### config.mk
export PLATFORM = sky130hd
export DESIGN_NAME = sac_front
export DESIGN_NICKNAME = d
export VERILOG_FILES = /design/src/hdl/sac_pkg.sv /design/src/hdl/sac_front.sv
export SDC_FILE = /design/constraint.sdc
export NUM_CORES = 1
export LEC_CHECK = 0
export ABC_AREA = 1
export ABC_CLOCK_PERIOD_IN_PS = 5100
export BUFFER_PORTS_ARGS = -buffer_cell sky130_fd_sc_hd__buf_2
export CORE_MARGIN = 4
export CORE_UTILIZATION = 25
export CTS_CLUSTER_DIAMETER = 60
export DETAILED_ROUTE_END_ITERATION = 10
export SETUP_SLACK_MARGIN = 0.02
export SLEW_MARGIN = 20
export SYNTH_ARGS = -nofsm -noshare
export SYNTH_HDL_FRONTEND = slang
export SYNTH_SLANG_ARGS = --single-unit
### constraint.sdc
create_clock -name i_clk -period 5.1 [get_ports i_clk]
set_input_delay 0.765 -clock i_clk [delete_from_list [all_inputs] [get_ports i_clk]]
set_output_delay 0.765 -clock i_clk [all_outputs]
set_load 0.02 [all_outputs]
### src/hdl/sac_pkg.sv
`timescale 1ns / 1ps
// ============================================================================
// sac_pkg
// Shared constants, case codes and the side-band tag type of the
// shortest-arc quaternion pipeline.
// ============================================================================
package sac_pkg;

    localparam int FRAC_BITS_DEF = 14;

    localparam int IN_W   = 16;
    localparam int OUT_W  = 16;
    localparam int THR_W  = 15;
    localparam int CASE_W = 2;

    localparam logic [THR_W-1:0] THR_RESET = 15'd16382;

    // Every root in the pipeline is taken from a radicand of this width.
    // It holds (1 + d) << (FRAC_BITS - 1) for FRAC_BITS up to 30 as well as
    // the squared axis length shifted up by LEN_SHIFT.
    localparam int SQRT_RAD_W = 64;
    localparam int LEN_W      = 32;
    localparam int LEN_SHIFT  = 32;
    localparam int NUM_SHIFT  = 16;

    localparam int FRONT_STAGES = 3;

    typedef enum logic [CASE_W-1:0] {
        CASE_GENERAL  = 2'd0,
        CASE_ALIGNED  = 2'd1,
        CASE_INVERTED = 2'd2
    } t_case;

    typedef struct packed {
        t_case             kind;
        logic [IN_W-1:0]   ax;
        logic [IN_W-1:0]   az;
        logic              neg_x;
        logic              neg_z;
        logic              axis_zero;
    } t_front_tag;

endpackage

### src/hdl/sac_front.sv
`timescale 1ns / 1ps
// ============================================================================
// sac_front
// Three pipeline stages: clamp and classify the normal, square the axis
// components, then form the three radicands for the root pipeline.
// ============================================================================
module sac_front #(
    parameter int FRAC_BITS = sac_pkg::FRAC_BITS_DEF
) (
    input  logic                                 i_clk,
    input  logic [sac_pkg::FRONT_STAGES-1:0]     i_en,
    input  logic signed [sac_pkg::IN_W-1:0]      i_nx,
    input  logic signed [sac_pkg::IN_W-1:0]      i_ny,
    input  logic signed [sac_pkg::IN_W-1:0]      i_nz,
    input  logic [sac_pkg::THR_W-1:0]            i_thr,
    output logic [sac_pkg::SQRT_RAD_W-1:0]       o_rad_w,
    output logic [sac_pkg::SQRT_RAD_W-1:0]       o_rad_s,
    output logic [sac_pkg::SQRT_RAD_W-1:0]       o_rad_len,
    output sac_pkg::t_front_tag                  o_tag
);

    localparam int IW  = sac_pkg::IN_W;
    localparam int DW  = (FRAC_BITS + 2 > IW + 1) ? FRAC_BITS + 2 : IW + 1;
    localparam int AW  = FRAC_BITS + 2;
    localparam int SQW = 2 * IW;
    localparam int RW  = sac_pkg::SQRT_RAD_W;
    localparam logic signed [DW-1:0] ONE = DW'(1) << FRAC_BITS;

    function automatic logic [IW-1:0] mag(input logic signed [IW-1:0] v);
        logic signed [IW:0] e;
        e = {v[IW-1], v};
        if (e < 0) begin
            e = -e;
        end
        return e[IW-1:0];
    endfunction

    logic signed [DW-1:0] w_ny;
    logic signed [DW-1:0] w_thr;
    logic signed [DW-1:0] w_d;
    logic signed [DW-1:0] w_sum_a;
    logic signed [DW-1:0] w_sum_b;

    logic [AW-1:0]        n_a0, n_b0;
    sac_pkg::t_front_tag  n_tag0;
    logic [SQW-1:0]       n_sqx1, n_sqz1;
    logic [SQW-1:0]       w_l2;
    logic [RW-1:0]        n_rad_w2, n_rad_s2, n_rad_len2;

    logic [AW-1:0]        r_a0, r_b0, r_a1, r_b1;
    sac_pkg::t_front_tag  r_tag0, r_tag1, r_tag2;
    logic [SQW-1:0]       r_sqx1, r_sqz1;
    logic [RW-1:0]        r_rad_w2, r_rad_s2, r_rad_len2;

    assign w_ny  = $signed({{(DW-IW){i_ny[IW-1]}}, i_ny});
    assign w_thr = $signed({{(DW-sac_pkg::THR_W){1'b0}}, i_thr});

    always_comb begin
        w_d = w_ny;
        if (w_ny > ONE) begin
            w_d = ONE;
        end else if (w_ny < -ONE) begin
            w_d = -ONE;
        end

        if (w_d > w_thr) begin
            n_tag0.kind = sac_pkg::CASE_ALIGNED;
        end else if (w_d < -w_thr) begin
            n_tag0.kind = sac_pkg::CASE_INVERTED;
        end else begin
            n_tag0.kind = sac_pkg::CASE_GENERAL;
        end

        w_sum_a = ONE + w_d;
        w_sum_b = ONE - w_d;
        n_a0    = w_sum_a[AW-1:0];
        n_b0    = w_sum_b[AW-1:0];

        n_tag0.ax        = mag(i_nx);
        n_tag0.az        = mag(i_nz);
        // The x part takes the sign of nz, the z part the sign of -nx.
        n_tag0.neg_x     = i_nz[IW-1];
        n_tag0.neg_z     = !i_nx[IW-1] && (i_nx != '0);
        n_tag0.axis_zero = (i_nx == '0) && (i_nz == '0);
    end

    always_comb begin
        n_sqx1     = SQW'(r_tag0.ax) * SQW'(r_tag0.ax);
        n_sqz1     = SQW'(r_tag0.az) * SQW'(r_tag0.az);
        w_l2       = r_sqx1 + r_sqz1;
        n_rad_len2 = {w_l2, {sac_pkg::LEN_SHIFT{1'b0}}};
        n_rad_w2   = RW'(r_a1) << (FRAC_BITS - 1);
        n_rad_s2   = RW'(r_b1) << (FRAC_BITS - 1);
    end

    always_ff @(posedge i_clk) begin
        if (i_en[0]) begin
            r_a0   <= n_a0;
            r_b0   <= n_b0;
            r_tag0 <= n_tag0;
        end
        if (i_en[1]) begin
            r_a1   <= r_a0;
            r_b1   <= r_b0;
            r_sqx1 <= n_sqx1;
            r_sqz1 <= n_sqz1;
            r_tag1 <= r_tag0;
        end
        if (i_en[2]) begin
            r_rad_w2   <= n_rad_w2;
            r_rad_s2   <= n_rad_s2;
            r_rad_len2 <= n_rad_len2;
            r_tag2     <= r_tag1;
        end
    end

    assign o_rad_w   = r_rad_w2;
    assign o_rad_s   = r_rad_s2;
    assign o_rad_len = r_rad_len2;
    assign o_tag     = r_tag2;

endmodule

==> impl_metrics.json <==
{
  "area_delta_synth_final_pct": 28.4,
  "htreeDepth": 2,
  "path_max_fanout": 4,
  "clock_sinks": 296,
  "fill_cells": 11900,
  "ant_nets": 0,
  "die_w_um": 351,
  "routabilityCongestion": 0.869,
  "vias_per_cell": 4.13,
  "r2r-end": "r_sqx1[20]",
  "yosys.area_share.simple_pct": 14.5,
  "ctsHoldBuffers": 0,
  "setup_ws_ns": -0.268,
  "routed_wl_mm": 76.2,
  "drive_above_1_share_pct": 26.8,
  "grt_first_pass_wirelength_mm": 120,
  "synth-compound-area-share_pct": 4.18,
  "drv_slew": 0,
  "io_buffer_count": 167,
  "dp.cells": 5146,
  "critPathCaptureType": "flop",
  "synth_edf_count": 296,
  "yosys.cell_types.count": 42,
  "ys_seq_elements": 296,
  "start_util_pct": 25.2,
  "tightest_slew_ns": 0.968,
  "ys_seq_area_share_pct": 30.2,
  "yosys_warnings": 0,
  "dp_slack_ns": -0.501,
  "drc": 0,
  "grt_pass1_vias": 22800,
  "worst_slew_margin_rel_pct": 35.4,
  "antenna_found_initial": 1,
  "synthArstFlopShare_pct": 0,
  "clock_latency_ns": 0.57,
  "outcome": "finished with violations",
  "drv_cap": 0,
  "cts_root_buf": "clkbuf_16",
  "syn_inst": 3237,
  "path_class": "reg -> reg",
  "failed_checks": "negative setup slack",
  "dpl_cell_area_um2": 33900,
  "core_region_area_um2": 117000,
  "finalInstanceArea_um2": 37800,
  "max_freq_ghz": 0.186,
  "finClkSkew_ns": 0.0258,
  "vias": 21900,
  "hold_viol": 0,
  "cp-start-kind": "flop",
  "rows": 125,
  "overflow": 0,
  "timing.critical_path.to": "r_sqx1[20]",
  "syn_avg_cell_area_um2": 9.08,
  "fin_util_pct": 32.4,
  "crit_start": "r_tag0[28]",
  "arrival_ns": 5.69,
  "clk_pin_slew_ns": 0.07,
  "tritoncts": "built",
  "finalCritPeriodShare_pct": 105,
  "final_cell_mix": "inv_1, nand2_1, fa_1",
  "synthAdderAreaFrac_pct": 33.6,
  "setup_viol": 40,
  "r2r_setup_slack_ns": -0.27,
  "period_needed_ns": 5.37,
  "layout_commonest_cell": "inv_1",
  "ioPinCount": 296,
  "grt_max_degree": 98,
  "clk_path_buf_depth": 3,
  "track_usage_pct": 12.2,
  "dieArea_um2": 123000,
  "muxShareOfSynthArea_pct": 0,
  "hpwlAfterDp_mm": 62.2,
  "final_nets": 4405,
  "r2r-start": "r_tag0[28]",
  "reg2regPathDepth": 22,
  "hold_class": "reg -> reg",
  "synth_flop_cell": "edfxtp_1",
  "numCtsBuffers": 38,
  "worst_ep_required_time_ns": 5.43,
  "synth_top_family_by_area": "adder cells",
  "drtIter0Drc": 1088,
  "dieHeight_um": 351,
  "stdcell_count": 5300,
  "wl_per_cell_um": 14.4,
  "netlist_area_um2": 29400,
  "drtPass1Iterations": 6,
  "synth_xor_area_share_pct": 3.48,
  "rsz0062_at_grt": "true"
}
-- layer usage --
metal	vias to the layer above	part of all wire (%)	wire length (um)	global-route usage, %
met5	-	0	0	0
met4	0	2.0	1490	2.60
met3	94	6.5	4970	2.47
met2	551	46	34800	20.1
met1	10500	46	34900	16.5
li1	10700	-	-	-
-- cells by family (layout without fill, tap and decap cells) --
group	count (synthesis)	count (layout)
flops	296	296
buf+inv	959	1369
compound gates	230	230
fa+ha+maj	593	593
xor+xnor	117	117
other cells	1	130
simple gates	1041	1041
-- layout make-up --
type,instances,area (um2),share of cell area [%]
clock inverter,27,349,0.924
inverter,761,2860,7.57
clock buffer,42,966,2.56
antenna,2,5.00,0.0133
multi-input combinational,2109,18800,49.8
tap,1524,1910,5.05
sequential,296,8890,23.5
timing repair buffer,539,3970,10.5
-- cell usage after synthesis (2+ instances only) --
cell	n	share of area (%)
ha_1	267	11
nand3_1	84	1.4
a21boi_0	2	0.051
nor3_1	35	0.60
fa_1	326	22
o21a_1	5	0.13
clkbuf_1	63	0.80
nand2_2	3	0.064
buf_4	130	3.3
o21ai_0	68	1.2
buf_1	2	0.026
nand2_1	670	8.6
nor4_1	7	0.15
o21ai_2	3	0.089
o21ai_1	13	0.22
o21bai_1	10	0.26
a21oi_1	119	2.0
xnor2_1	17	0.51
or2_2	5	0.11
nor2_1	195	2.5
nor2_4	8	0.31
edfxtp_1	296	30
nand4_1	22	0.47
xor2_1	100	3.0
nand3b_1	6	0.15
a21o_1	7	0.18
inv_1	759	9.7
-- state kept, by name (all words and copies together) (netlist names) --
register,flops
r_tag1,37
o_rad_w,15
o_tag,37
r_b1,15
r_a0,16
r_a1,16
r_tag0,37
r_b0,15
r_sqz1,30
o_rad_s,16
o_rad_len,32
r_sqx1,30
-- metrics by stage --
stage | hold slack, ns | setup TNS [ns]
final | 0.408 | -6.11
after CTS | 0.384 | -4.68
after floorplan | 0.400 | -0.0615
after global placement | 0.402 | -11.16
after global routing | 0.389 | -13.10
after detailed placement | 0.405 | -12.55
-- worst min-delay path by stage --
stage,startpoint,end,slack [ns],depth (start not counted)
2_1_floorplan,r_a1[0],o_rad_s[13],0.40,0
3_3_place_gp,r_b1[5],o_rad_s[18],0.40,0
3_5_place_dp,r_a1[4],o_rad_w[17],0.40,0
4_1_cts,i_nz[0],r_tag0[3],0.38,1
5_1_grt,i_nz[0],r_tag0[3],0.39,1
6_report,r_tag1[21],o_tag[21],0.41,0
-- worst max-delay path: stages (launching register included) --
cell	delay (ns)
edfxtp_1	0.41
buf_6	0.16
buf_6	0.12
buf_6	0.12
nand2_4	0.06
fa_1	0.44
fa_1	0.51
inv_2	0.04
fa_1	0.51
inv_2	0.04
fa_1	0.52
fa_1	0.45
fa_1	0.53
inv_2	0.04
ha_4	0.23
a21o_1	0.20
nand2_2	0.09
nand2_4	0.06
a21oi_4	0.15
buf_4	0.13
buf_4	0.10
nand3_2	0.08
xor2_1	0.15
-- what timing repair did --
item | CTS | global route
cloned | 0 | 2
pin swaps | 106 | 130
endpoints found under the hold margin | 0 | 0
endpoints found under the setup margin | 45 | 46
gates resized for setup | 273 | 254
buffers inserted | 54 | 32
Power is not shown: default switching activity piles up to over one toggle a cycle in this logic, so the estimate is an artifact.
