$ cat config.mk
export PLATFORM = sky130hd
export DESIGN_NAME = sac_final
export DESIGN_NICKNAME = d
export VERILOG_FILES = /design/src/hdl/sac_pkg.sv /design/src/hdl/sac_final.sv
export SDC_FILE = /design/constraint.sdc
export NUM_CORES = 1
export LEC_CHECK = 0
export BUFFER_PORTS_ARGS = -buffer_cell sky130_fd_sc_hd__buf_2
export CAP_MARGIN = 15
export CORE_ASPECT_RATIO = 0.7
export CORE_MARGIN = 3
export CORE_UTILIZATION = 40
export CTS_CLUSTER_SIZE = 40
export DETAILED_ROUTE_END_ITERATION = 10
export GPL_ROUTABILITY_DRIVEN = 0
export PLACE_DENSITY = 0.75
export REMOVE_ABC_BUFFERS = 1
export SYNTH_ARGS = -nofsm -noshare
export SYNTH_HDL_FRONTEND = slang
export SYNTH_SLANG_ARGS = --single-unit
$ cat constraint.sdc
create_clock -name i_clk -period 1.7 [get_ports i_clk]
set_input_delay 0.255 -clock i_clk [delete_from_list [all_inputs] [get_ports i_clk]]
set_output_delay 0.255 -clock i_clk [all_outputs]
set_load 0.05 [all_outputs]
$ cat src/hdl/sac_pkg.sv
`timescale 1ns / 1ps
// ============================================================================
// sac_pkg
// Shared constants, case codes and the side-band tag type of the
// shortest-arc quaternion pipeline.
// ============================================================================
package sac_pkg;

    localparam int FRAC_BITS_DEF = 14;

    localparam int IN_W   = 16;
    localparam int OUT_W  = 16;
    localparam int THR_W  = 15;
    localparam int CASE_W = 2;

    localparam logic [THR_W-1:0] THR_RESET = 15'd16382;

    // Every root in the pipeline is taken from a radicand of this width.
    // It holds (1 + d) << (FRAC_BITS - 1) for FRAC_BITS up to 30 as well as
    // the squared axis length shifted up by LEN_SHIFT.
    localparam int SQRT_RAD_W = 64;
    localparam int LEN_W      = 32;
    localparam int LEN_SHIFT  = 32;
    localparam int NUM_SHIFT  = 16;

    localparam int FRONT_STAGES = 3;

    typedef enum logic [CASE_W-1:0] {
        CASE_GENERAL  = 2'd0,
        CASE_ALIGNED  = 2'd1,
        CASE_INVERTED = 2'd2
    } t_case;

    typedef struct packed {
        t_case             kind;
        logic [IN_W-1:0]   ax;
        logic [IN_W-1:0]   az;
        logic              neg_x;
        logic              neg_z;
        logic              axis_zero;
    } t_front_tag;

endpackage

$ cat src/hdl/sac_final.sv
`timescale 1ns / 1ps
// ============================================================================
// sac_final
// Output stage: picks the quaternion for the case taken, applies the signs
// and saturates every part to the 16-bit result range.
// ============================================================================
module sac_final #(
    parameter int FRAC_BITS = sac_pkg::FRAC_BITS_DEF
) (
    input  logic                               i_clk,
    input  logic                               i_en,
    input  logic [FRAC_BITS:0]                 i_mx,
    input  logic [FRAC_BITS:0]                 i_mz,
    input  logic [FRAC_BITS:0]                 i_w,
    input  logic [FRAC_BITS:0]                 i_s,
    input  sac_pkg::t_front_tag                i_tag,
    output logic signed [sac_pkg::OUT_W-1:0]   o_quat_w,
    output logic signed [sac_pkg::OUT_W-1:0]   o_quat_x,
    output logic signed [sac_pkg::OUT_W-1:0]   o_quat_y,
    output logic signed [sac_pkg::OUT_W-1:0]   o_quat_z,
    output logic [sac_pkg::CASE_W-1:0]         o_case
);

    localparam int OW = sac_pkg::OUT_W;
    localparam int QW = FRAC_BITS + 1;
    localparam int SX = (FRAC_BITS + 2 > OW + 1) ? FRAC_BITS + 2 : OW + 1;
    localparam logic signed [SX-1:0] ONE = SX'(1) << FRAC_BITS;

    function automatic logic signed [OW-1:0] sat(input logic signed [SX-1:0] v);
        logic signed [SX-1:0] hi, lo;
        hi = $signed({{(SX-OW+1){1'b0}}, {(OW-1){1'b1}}});
        lo = ~hi;
        if (v > hi) begin
            return hi[OW-1:0];
        end else if (v < lo) begin
            return lo[OW-1:0];
        end
        return v[OW-1:0];
    endfunction

    logic signed [SX-1:0]       w_w, w_x, w_z, w_mx, w_mz;
    logic signed [OW-1:0]       r_qw, r_qx, r_qy, r_qz;
    logic [sac_pkg::CASE_W-1:0] r_case;

    assign w_mx = $signed({{(SX-QW){1'b0}}, i_mx});
    assign w_mz = $signed({{(SX-QW){1'b0}}, i_mz});

    always_comb begin
        case (i_tag.kind)
            sac_pkg::CASE_ALIGNED: begin
                w_w = ONE;
                w_x = '0;
                w_z = '0;
            end
            sac_pkg::CASE_INVERTED: begin
                w_w = '0;
                w_x = ONE;
                w_z = '0;
            end
            default: begin
                w_w = $signed({{(SX-QW){1'b0}}, i_w});
                // A zero-length axis falls back to a rotation about +X.
                if (i_tag.axis_zero) begin
                    w_x = $signed({{(SX-QW){1'b0}}, i_s});
                    w_z = '0;
                end else begin
                    w_x = i_tag.neg_x ? -w_mx : w_mx;
                    w_z = i_tag.neg_z ? -w_mz : w_mz;
                end
            end
        endcase
    end

    always_ff @(posedge i_clk) begin
        if (i_en) begin
            r_qw   <= sat(w_w);
            r_qx   <= sat(w_x);
            r_qy   <= '0;
            r_qz   <= sat(w_z);
            r_case <= i_tag.kind;
        end
    end

    assign o_quat_w = r_qw;
    assign o_quat_x = r_qx;
    assign o_quat_y = r_qy;
    assign o_quat_z = r_qz;
    assign o_case   = r_case;

endmodule

==> Flow_metrics.wiki, run 1 <==
{| class="wikitable"
! Metric !! Value
|-
| Number of synthesized register bits || 49
|-
| Count of routing violations after the opening detailed-route iteration || 168
|-
| TritonCTS Buffers || 5
|-
| Number of setup buffers added after CTS || 0
|-
| Critical Setup Path Class || in2reg
|-
| Router iterations before antenna repair || 4
|-
| Total Neg Setup Slack || 0 ps
|-
| Die Y || 77.2 microns
|-
| Area after detailed placement || 3900 sq um
|-
| Post-cts hold buffer count || 0
|-
| Share of flip-flops with an asynchronous set or reset after synthesis || 0%
|-
| Ports || 165
|-
| Die Footprint || 8320 sq um
|-
| Initial antenna violation count || 0
|-
| Area fraction of the dominant cell type after synthesis || 50.7%
|-
| Starting density of the core || 42.1%
|-
| Distinct cells, synth || 46
|-
| Startpoint class of the critical path || input pin
|-
| TritonCTS clock tree || built
|-
| Syn. warnings || 0
|-
| Overall global routing resource usage || 19.2%
|-
| Number of max-cap violations || 0
|-
| Final antenna-violating net count || 0
|-
| Dominant cell by count in the synthesized netlist || sky130_fd_sc_hd__edfxtp_1
|-
| Vias in the first global route || 2585
|-
| Global-route wire length before repair || 12.7 mm
|-
| Area growth from synthesis to layout || 39.2%
|-
| Worst endpoint data arrival time || 1710 ps
|-
| Result of the run || complete, no violations
|-
| Final net count || 537
|-
| Post-layout instance count excluding filler cells || 529
|-
| Pin count of the biggest net entering global routing || 50
|-
| Cell leakage power || 1.75 nW
|-
| Total setup violations reported at the end of the flow || 0
|-
| Htree depth || 2
|-
| HPWL reported at the end of detailed placement || 6.36 mm
|-
| Max IR drop VDD || 0.378 mV
|-
| Total count of hold-check failures in the final report || 0
|-
| Maximum clock insertion buffer count || 2
|-
| Path type of the worst min-delay path || in2reg
|-
| Post-Syn Area per Cell || 10.7 sq um
|-
| Cell at the root of the clock tree || sky130_fd_sc_hd__clkbuf_8
|-
| Clock transition at the registers of the reported paths || 100 ps
|-
| Routed vias || 2683
|-
| Post-synthesis instance total || 271
|-
| Library cell occupying the most area in the post-synthesis netlist || sky130_fd_sc_hd__edfxtp_1
|-
| Avg WL per Cell || 15.7 microns
|-
| DRC errors left || 0
|-
| Die width || 108 microns
|-
| Number of antenna repair diodes || 0
|-
| Sinks on Clock Net || 49
|-
| Number of buffers added on ports || 115
|-
| Number of rows created at floorplan || 25
|-
| Ranking of synthesized cells by area || sky130_fd_sc_hd__edfxtp_1 51%, sky130_fd_sc_hd__o21ai_0 4.7%, sky130_fd_sc_hd__buf_4 4.4%
|-
| Sequential-to-total area share from yosys stat || 50.7%
|-
| Global route overflow || 0
|-
| Core area || 6880 sq um
|-
| Number of enable flip-flop cells after synthesis || 49
|-
| Max Clock Freq || 605 MHz
|-
| Endpoint kind of the worst setup timing path || flop
|-
| Crit share post-route || 97.2%
|-
| Top_reg_cell synth || sky130_fd_sc_hd__edfxtp_1
|-
| Fraction of final layout cells with drive strength greater than 1 || 45.5%
|-
| Total Wirelength || 8.30 mm
|-
| Power per Cell Area || 821 nW/um^2
|-
| Number of placed cells counting well taps || 521
|-
| List of most frequent post-synthesis cells || 49 x sky130_fd_sc_hd__edfxtp_1, 27 x sky130_fd_sc_hd__o21ai_0, 18 x sky130_fd_sc_hd__nor2_1
|-
| Mapped cell area || 2900 sq um
|-
| Ratio of routed vias to standard cells || 5.07
|-
| Worst Path Required || 1750 ps
|-
| Fin crit period || 1650 ps
|-
| Cell area after layout || 4040 sq um
|-
| Final Max Slew Viols || 0
|-
| Crit-path max FO || 7
|}
cell type report:
| class | instances | area [sq um] |
|---|---|---|
| clock buffers | 5 | 68.8 |
| clock inverters | 3 | 22.5 |
| fillers | 602 | 2850 |
| inverters | 11 | 41.3 |
| multi-input cells | 196 | 1310 |
| flip-flops and latches | 49 | 1470 |
| well taps | 94 | 118 |
| repair buffers | 171 | 1010 |
cell families (layout without fill, tap and decap cells):
logic type               Yosys count  after routing  share of synthesized area (%)
AND/OR/NAND/NOR                   84             84                           17.0
AO/OA/AOI/OAI                     63             63                           13.7
flip-flops                        49             49                           50.7
XOR/XNOR                          20             20                           6.04
multiplexers                       8              8                           2.89
other                              1             17                          0.129
adder cells (fa/ha/maj)            4              4                           1.73
buffers and inverters             42            190                           7.72
placed cells by master, fill, tap and decap left out, types with 3 or more instances in the layout:
| cell type | n |
|---|---|
| sky130_fd_sc_hd__a2111oi_0 | 3 |
| sky130_fd_sc_hd__a21oi_1 | 10 |
| sky130_fd_sc_hd__a31oi_1 | 4 |
| sky130_fd_sc_hd__and2_1 | 14 |
| sky130_fd_sc_hd__buf_2 | 115 |
| sky130_fd_sc_hd__buf_4 | 55 |
| sky130_fd_sc_hd__clkbuf_8 | 5 |
| sky130_fd_sc_hd__conb_1 | 17 |
| sky130_fd_sc_hd__edfxtp_1 | 49 |
| sky130_fd_sc_hd__ha_1 | 3 |
| sky130_fd_sc_hd__inv_1 | 11 |
| sky130_fd_sc_hd__mux2_2 | 3 |
| sky130_fd_sc_hd__mux2i_1 | 5 |
| sky130_fd_sc_hd__nand2_1 | 6 |
| sky130_fd_sc_hd__nand2b_1 | 5 |
| sky130_fd_sc_hd__nand4_1 | 5 |
| sky130_fd_sc_hd__nor2_1 | 18 |
| sky130_fd_sc_hd__nor3_1 | 6 |
| sky130_fd_sc_hd__nor3b_1 | 3 |
| sky130_fd_sc_hd__nor4_1 | 5 |
| sky130_fd_sc_hd__o21ai_0 | 27 |
| sky130_fd_sc_hd__o31ai_1 | 4 |
| sky130_fd_sc_hd__o41ai_1 | 3 |
| sky130_fd_sc_hd__or3_1 | 3 |
| sky130_fd_sc_hd__or4_1 | 3 |
| sky130_fd_sc_hd__or4_4 | 3 |
| sky130_fd_sc_hd__xnor2_1 | 9 |
| sky130_fd_sc_hd__xor2_1 | 11 |
worst paths after layout:
| path | from | endpoint | cells past startpoint |
|---|---|---|---|
| min | i_tag[36] | o_case[1]$_DFFE_PP_ | 1 |
| max | i_mx[6] | o_quat_x[10]$_DFFE_PP_ | 5 |
where the power goes:
group | total, mW | switching [mW] | internal (mW)
Clock | 0.716 | 0.423 | 0.293
Sequential | 1.49 | 0.0291 | 1.46
Combinational | 1.11 | 0.782 | 0.324
Total | 3.31 | 1.23 | 2.08
state kept, by name, indices dropped and copies added, names as in the netlist:
signal	count
o_quat_x	16
o_quat_w	15
o_case	2
o_quat_z	16
timing repair:
| item | 4_1_cts | 5_1_grt |
|---|---|---|
| gates resized for setup | 5 | 5 |
| hold endpoints to repair | 0 | 0 |
| pin swaps | 0 | 1 |
| setup endpoints to repair | 10 | 14 |
metal layers:
metal | track usage (%) | routed length, microns
met5 | 0 | 0
met4 | 6.31 | 141
met3 | 3.87 | 627
met2 | 29.8 | 3750
met1 | 26.8 | 3780
per-stage QoR:
stage | util, % | worst slack [ps] | power (mW) | hold slack (ps)
after detailed placement | 56.7 | -470 | 2.62 | 474
final | 58.7 | 47.8 | 3.31 | 164
after floorplan | - | -134 | 2.21 | 354
after CTS | 58.4 | 6.39 | 3.33 | 154
after global routing | 58.7 | -26.3 | 3.47 | 153
after global placement | 56.7 | -357 | 2.60 | 473
worst max-delay path, cell delays in order:
cell                      delay, ps
sky130_fd_sc_hd__buf_2          110
sky130_fd_sc_hd__or4_4          580
sky130_fd_sc_hd__or3_4          410
sky130_fd_sc_hd__o21ai_4        220
sky130_fd_sc_hd__o21ai_0        130
(Power assumes the default switching activity.)
==> run 2: changes to the inputs <==
Settings changed: ABC_AREA set to 1, CORE_UTILIZATION 40 to 41, GPL_TIMING_DRIVEN set to 0.
==> Flow_metrics.wiki, run 2 <==
{| class="wikitable"
! Metric !! Value
|-
| Endpoint kind of the worst setup timing path || flop
|-
| Post-cts hold buffer count || 0 (unchanged)
|-
| Ports || 165 (unchanged)
|-
| Result of the run || finished with violations
|-
| Critical Setup Path Class || in2reg
|-
| Final Max Slew Viols || 0 (unchanged)
|-
| Post-synthesis share of cell area spent on xor and xnor gates || 0% (-6.0 points)
|-
| Number of buffers added on ports || 115 (unchanged)
|-
| Sequential-to-total area share from yosys stat || 47.5% (-3.2 points)
|-
| Pre-CTS setup slack || -1630 ps (-1160 ps)
|-
| Number of synthesized register bits || 49 (unchanged)
|-
| Maximum clock insertion buffer count || 2 (unchanged)
|-
| Number of enable flip-flop cells after synthesis || 49 (unchanged)
|-
| Headroom to the max-slew limit || 25.4%
|-
| Leading cell type in the layout, fill and taps excluded || sky130_fd_sc_hd__buf_2
|-
| Delay of the slowest cell on the worst path || 140 ps (-440 ps)
|-
| Proportion of synthesized area in mux cells || 0% (-2.9 points)
|-
| Adder-Cell Fraction of Synth Area || 1.62% (-0.11 points)
|-
| Total setup violations reported at the end of the flow || 9 (+9)
|-
| Core area || 7040 sq um (+2.3%)
|-
| Die Y || 78.7 microns (+1.9%)
|-
| Global route overflow || 0 (unchanged)
|-
| Htree depth || 2 (unchanged)
|-
| Top_reg_cell synth || sky130_fd_sc_hd__edfxtp_1
|-
| Failing checks || negative setup slack
|-
| Post-synthesis instance total || 393 (+45%)
|-
| Router iterations before antenna repair || 5 (+1)
|-
| TritonCTS clock tree || built
|-
| Clock transition at the registers of the reported paths || 90 ps (about the same)
|-
| Main combinational cell family by area after synthesis || simple AND/OR/NAND/NOR gates
|-
| Unrepaired setup endpoints after global routing || yes
|-
| Cell leakage power || 2.11 nW (+21%)
|-
| Dominant cell by count in the synthesized netlist || sky130_fd_sc_hd__nand2_1
|-
| Avg WL per Cell || 14.1 microns (-10%)
|-
| List of most frequent post-synthesis cells || 98 x sky130_fd_sc_hd__nand2_1, 49 x sky130_fd_sc_hd__edfxtp_1, 49 x sky130_fd_sc_hd__inv_1
|-
| Path type of the worst min-delay path || in2reg
|-
| Mapped cell area || 3100 sq um (+6.8%)
|-
| Area fraction of the dominant cell type after synthesis || 47.5% (-3.2 points)
|-
| Share of flip-flops with an asynchronous set or reset after synthesis || 0% (unchanged)
|-
| Cell repeated most along the worst path || sky130_fd_sc_hd__nand2_1
|-
| Max IR drop VDD || 0.535 mV (+42%)
|-
| Overall global routing resource usage || 19.8% (+0.59 points)
|-
| Global-route wire length before repair || 13.6 mm (+6.9%)
|-
| Library cell occupying the most area in the post-synthesis netlist || sky130_fd_sc_hd__edfxtp_1
|-
| Most used cells in the layout excluding fill and tap cells || 110 x sky130_fd_sc_hd__buf_2, 81 x sky130_fd_sc_hd__nand2_1, 49 x sky130_fd_sc_hd__edfxtp_1
|-
| Fin crit period || 1800 ps (+143 ps)
|-
| Crit share post-route || 106% (+8.4 points)
|-
| Area growth from synthesis to layout || 38.0%
|-
| Fraction of final layout cells with drive strength greater than 1 || 40.9% (-4.7 points)
|-
| Post-synthesis simple-gate area fraction || 28.3% (+11 points)
|-
| Final antenna-violating net count || 0 (unchanged)
|-
| Post-layout instance count excluding filler cells || 625 (+18%)
|-
| TritonCTS Buffers || 5 (unchanged)
|-
| Pin count of the biggest net entering global routing || 50 (unchanged)
|-
| Die width || 110 microns (+1.9%)
|-
| Starting density of the core || 44.0% (+1.9 points)
|-
| Critical-path top delay cell || sky130_fd_sc_hd__ha_4
|-
| Final net count || 633 (+18%)
|-
| Initial antenna violation count || 0 (unchanged)
|-
| Cell at the root of the clock tree || sky130_fd_sc_hd__clkbuf_8
|-
| Crit-path max FO || 5 (-2)
|-
| Number of max-cap violations || 0 (unchanged)
|-
| Number of placed cells counting well taps || 591 (+13%)
|-
| Distinct cells, synth || 34 (-26%)
|-
| Routed vias || 3115 (+16%)
|-
| Worst Path Required || 1750 ps (about the same)
|-
| Syn. warnings || 0 (unchanged)
|-
| Post-Syn Area per Cell || 7.88 sq um (-26%)
|-
| Count of routing violations after the opening detailed-route iteration || 210 (+25%)
|-
| Number of rows created at floorplan || 25 (unchanged)
|-
| Slew @ Worst Pin || 1120 ps
|-
| Max Clock Freq || 557 MHz (-8.0%)
|-
| DRC errors left || 0 (unchanged)
|-
| HPWL reported at the end of detailed placement || 6.14 mm (-3.6%)
|-
| Cells along the critical path || buf_6 > inv_6 > ha_4 > nand3_4 > inv_2 > nand2_1 > nand2_2 > nand2_1 > nand3_2 > nand2_1 > nor2_1 > nand2_1 > nor2_2 > nand3_1 > nand2_1 > inv_2 > nand2_4 > nand2_2
|-
| Worst-case setup margin in the final layout || -95.2 ps (-143 ps)
|-
| Vias in the first global route || 2876 (+11%)
|-
| Ranking of synthesized cells by area || sky130_fd_sc_hd__edfxtp_1 48%, sky130_fd_sc_hd__nand2_1 12%, sky130_fd_sc_hd__inv_1 5.9%
|-
| Power, Total || 3.56 mW (+7.5%)
|-
| Startpoint class of the critical path || input pin
|-
| Total count of hold-check failures in the final report || 0 (unchanged)
|-
| Compound-cell area share of the yosys netlist || 9.90% (-3.8 points)
|-
| Total Wirelength || 8.83 mm (+6.4%)
|-
| Power per Cell Area || 833 nW/um^2 (+1.5%)
|-
| Number of antenna repair diodes || 0 (unchanged)
|-
| Worst endpoint data arrival time || 1850 ps (+140 ps)
|-
| Ratio of routed vias to standard cells || 4.98 (-1.7%)
|-
| Sinks on Clock Net || 49 (unchanged)
|-
| Die Footprint || 8650 sq um (+3.9%)
|}
## run 2: where the power goes
group / switching (mW) / internal [mW] / leakage, nW / total, mW
logic: 0.904 / 0.345 / 1.58 / 1.25
registers: 0.0277 / 1.47 / 0.472 / 1.50
clock network: 0.382 / 0.435 / 0.0528 / 0.817
total: 1.31 / 2.25 / 2.11 / 3.56
## run 2: path summary, 6_finish.rpt
kind	startpoint	end	slack, ps	depth (start not counted)
min	i_tag[35]	o_case[0]$_DFFE_PP_	150	1
max	i_mx[0]	o_quat_x[2]$_DFFE_PP_	-100	18
## run 2: cell families (layout without fill, tap and decap cells)
kind of cell             after synthesis  count (layout)
AND/OR/NAND/NOR                      202             203
flip-flops                            49              49
buffers and inverters                 81             202
other                                  1              17
AO/OA/AOI/OAI                         56              56
adder cells (fa/ha/maj)                4               4
## run 2: through the flow
step | area [sq um] | util [%] | hold slack, ps | setup TNS (ps)
5_1_grt | 4270 | 60.7 | 119 | -1430
6_report | 4270 | 60.7 | 146 | -626
3_5_place_dp | 3660 | 52.1 | 470 | -33050
4_1_cts | 4080 | 58.0 | 128 | -115
2_1_floorplan | 2970 | - | 354 | -9430
3_3_place_gp | 3660 | 52.1 | 464 | -30140
## run 2: cell type report
cell class              instances  area [sq um]
repair buffers                140           818
well taps                      94           118
flip-flops and latches         49          1470
clock inverters                 2          33.8
inverters                      54           225
clock buffers                   6          72.6
fillers                       620          2760
multi-input cells             280          1540
## run 2: what timing repair did
item | in CTS | in global routing
cloned | 1 | 0
setup buffers | 18 | 7
endpoints found under the setup margin | 28 | 18
pin swaps | 19 | 18
gates resized for setup | 49 | 38
## run 2: critical path, delay by kind of cell
family | cells | cell delay (ps)
buf+inv | 4 | 300
fa+ha+maj | 1 | 140
simple gates | 13 | 1150
## run 2: metal layers
| metal | vias to the layer above | global-route usage, % | wire [microns] |
|---|---|---|---|
| met2 | 179 | 30.8 | 4030 |
| li1 | 1530 | - | - |
| met4 | 0 | 4.61 | 92 |
| met1 | 1394 | 27.2 | 3670 |
| met3 | 12 | 5.85 | 1030 |
| met5 | - | 0 | 0 |
==> run 3: changes to the inputs <==
Settings changed: CORE_MARGIN 3 to not set.
==> Flow_metrics.wiki, run 3 (synthesis results as in run 2) <==
{| class="wikitable"
! Metric !! Value
|-
| Max IR drop VDD || 0.456 mV (-15%)
|-
| Number of rows created at floorplan || 26 (+4.0%)
|-
| Sinks on Clock Net || 49 (unchanged)
|-
| Cell leakage power || 2.14 nW (+1.4%)
|-
| Headroom to the max-slew limit || 28.3% (+2.9 points)
|-
| TritonCTS clock tree || built
|-
| Die Footprint || 7910 sq um (-8.5%)
|-
| Cell at the root of the clock tree || sky130_fd_sc_hd__clkbuf_8
|-
| Crit share post-route || 106% (+0.28 points)
|-
| Die width || 106 microns (-3.6%)
|-
| Area growth from synthesis to layout || 40.7%
|-
| DRC errors left || 0 (unchanged)
|-
| Path type of the worst min-delay path || in2reg
|-
| Number of max-cap violations || 0 (unchanged)
|-
| Critical-path top delay cell || sky130_fd_sc_hd__ha_4
|-
| Maximum clock insertion buffer count || 2 (unchanged)
|-
| Worst Path Required || 1860 ps (+110 ps)
|-
| Result of the run || finished with violations
|-
| Total Neg Setup Slack || -782 ps (-156 ps)
|-
| Worst endpoint data arrival time || 1960 ps (+110 ps)
|-
| Delay of the slowest cell on the worst path || 300 ps (+160 ps)
|-
| Unrepaired setup endpoints after global routing || yes
|-
| Htree depth || 2 (unchanged)
|-
| Sequential cell area || 1470 sq um (unchanged)
|-
| Global-route wire length before repair || 12.4 mm (-8.6%)
|-
| Number of placed cells counting well taps || 595 (+0.68%)
|-
| HPWL reported at the end of detailed placement || 5.77 mm (-5.9%)
|-
| Power, Total || 3.54 mW (-0.47%)
|-
| Total Wirelength || 8.39 mm (-5.0%)
|-
| Critical Setup Path Class || in2reg
|-
| Hold Path Cell Cnt || 3 (+2)
|-
| Endpoint of the worst hold path || o_quat_w[11]$_SDFFCE_PN1P_
|-
| Most used cells in the layout excluding fill and tap cells || 108 x sky130_fd_sc_hd__buf_2, 83 x sky130_fd_sc_hd__nand2_1, 49 x sky130_fd_sc_hd__edfxtp_1
|-
| Total setup violations reported at the end of the flow || 9 (unchanged)
|-
| Critical path depth in cells || 15 (-3)
|-
| Combined area of the multi-input logic cells || 1560 sq um (+1.6%)
|-
| Global route overflow || 0 (unchanged)
|-
| Crit-path max FO || 5 (unchanged)
|-
| Routed vias || 3127 (+0.39%)
|-
| Number of buffers added on ports || 115 (unchanged)
|-
| Worst slack on hold paths || 208 ps (+61.6 ps)
|-
| Power per Cell Area || 813 nW/um^2 (-2.4%)
|-
| Pre-CTS setup slack || -1700 ps (-75.4 ps)
|-
| Startpoint class of the critical path || input pin
|-
| Ratio of routed vias to standard cells || 4.94 (-0.88%)
|-
| Endpoint kind of the worst setup timing path || flop
|-
| Failing checks || negative setup slack
|-
| Router iterations before antenna repair || 5 (unchanged)
|-
| Overall global routing resource usage || 19.9% (+0.13 points)
|-
| Count of routing violations after the opening detailed-route iteration || 217 (+3.3%)
|-
| Final Max Slew Viols || 0 (unchanged)
|-
| Post-layout instance count excluding filler cells || 633 (+1.3%)
|-
| Avg WL per Cell || 13.2 microns (-6.2%)
|-
| Final antenna-violating net count || 0 (unchanged)
|-
| Vias in the first global route || 2658 (-7.6%)
|-
| Startpoint of the most critical hold path || i_w[11]
|-
| Clock transition at the registers of the reported paths || 100 ps (about the same)
|-
| Critical path's top delay family || simple AND/OR/NAND/NOR gates
|-
| Die Y || 74.7 microns (-5.1%)
|-
| Slew @ Worst Pin || 1080 ps (-43.2 ps)
|-
| Worst-case setup margin in the final layout || -100 ps (-4.80 ps)
|-
| Initial antenna violation count || 0 (unchanged)
|-
| Number of antenna repair diodes || 0 (unchanged)
|-
| Count of buffer and inverter cells on the critical path || 5 (+1)
|-
| Cells along the critical path || buf_8 > inv_4 > ha_4 > inv_8 > buf_4 > nor2_1 > nand2_1 > nor2_4 > buf_4 > nand3b_1 > nor2_1 > nand3_2 > nand2_4 > nand2_4 > nand2_1
|-
| Final net count || 638 (+0.79%)
|-
| Core area || 7290 sq um (+3.5%)
|-
| Fraction of final layout cells with drive strength greater than 1 || 41.7% (+0.82 points)
|-
| Layout filler cell count || 648 (+4.5%)
|-
| Max Clock Freq || 556 MHz (-0.27%)
|-
| Leading cell type in the layout, fill and taps excluded || sky130_fd_sc_hd__buf_2
|-
| Ports || 165 (unchanged)
|-
| Post-cts hold buffer count || 0 (unchanged)
|-
| Total count of hold-check failures in the final report || 0 (unchanged)
|-
| Fin crit period || 1800 ps (+4.80 ps)
|-
| Pin count of the biggest net entering global routing || 50 (unchanged)
|-
| TritonCTS Buffers || 5 (unchanged)
|-
| Starting density of the core || 42.5% (-1.5 points)
|}
==> run 3: cell count changes in the layout (fill, tap and decap cells not counted), moves of 3 or more <==
cell / delta
sky130_fd_sc_hd__nand2_2: -3
sky130_fd_sc_hd__nor2_1: -3
sky130_fd_sc_hd__buf_4: +5
sky130_fd_sc_hd__inv_2: -3
sky130_fd_sc_hd__inv_4: +3
==> run 3: timing repair <==
action	CTS	global route
setup endpoints to repair	28	18
setup buffers	22	8
pin swaps	16	25
gates cloned	1	0
gates resized for setup	43	58
==> run 3: layout make-up <==
| cell class | count | share of cell area (%) |
|---|---|---|
| multi-input cells | 280 | 35.8 |
| flip-flops and latches | 49 | 33.8 |
| repair buffers | 145 | 19.8 |
| inverters | 54 | 5.40 |
| well taps | 98 | 2.81 |
| clock buffers | 5 | 1.58 |
| clock inverters | 2 | 0.804 |
==> run 3: worst max path at each step <==
stage                     startpoint                     end  slack (ps)
after global placement     i_tag[35]   o_quat_x[1]$_DFFE_PP_       -1540
after floorplan            i_tag[35]   o_quat_x[0]$_DFFE_PP_        -680
after CTS                  i_tag[35]   o_quat_x[2]$_DFFE_PP_         -80
final                      i_tag[35]  o_quat_x[10]$_DFFE_PP_        -100
after detailed placement   i_tag[35]   o_quat_x[1]$_DFFE_PP_       -1700
after global routing       i_tag[35]  o_quat_x[10]$_DFFE_PP_        -180
==> run 3: stage by stage <==
step | util, % | instance area [sq um]
2_1_floorplan | - | 2970
3_3_place_gp | 50.4 | 3670
3_5_place_dp | 50.4 | 3670
4_1_cts | 56.2 | 4090
5_1_grt | 59.8 | 4360
6_report | 59.8 | 4360
==> run 3: per-layer routing <==
metal | vias to the layer above | wire [microns] | global-route usage (%)
met5 | - | 0 | 0
met4 | 0 | 46 | 4.94
met3 | 4 | 684 | 3.46
met2 | 150 | 3930 | 32.8
met1 | 1438 | 3720 | 27.7
li1 | 1535 | - | -
==> run 3: power by group <==
group	switching [mW]	internal [mW]	total, mW
Clock	0.371	0.428	0.799
Sequential	0.0255	1.47	1.49
Combinational	0.904	0.348	1.25
Total	1.30	2.24	3.54
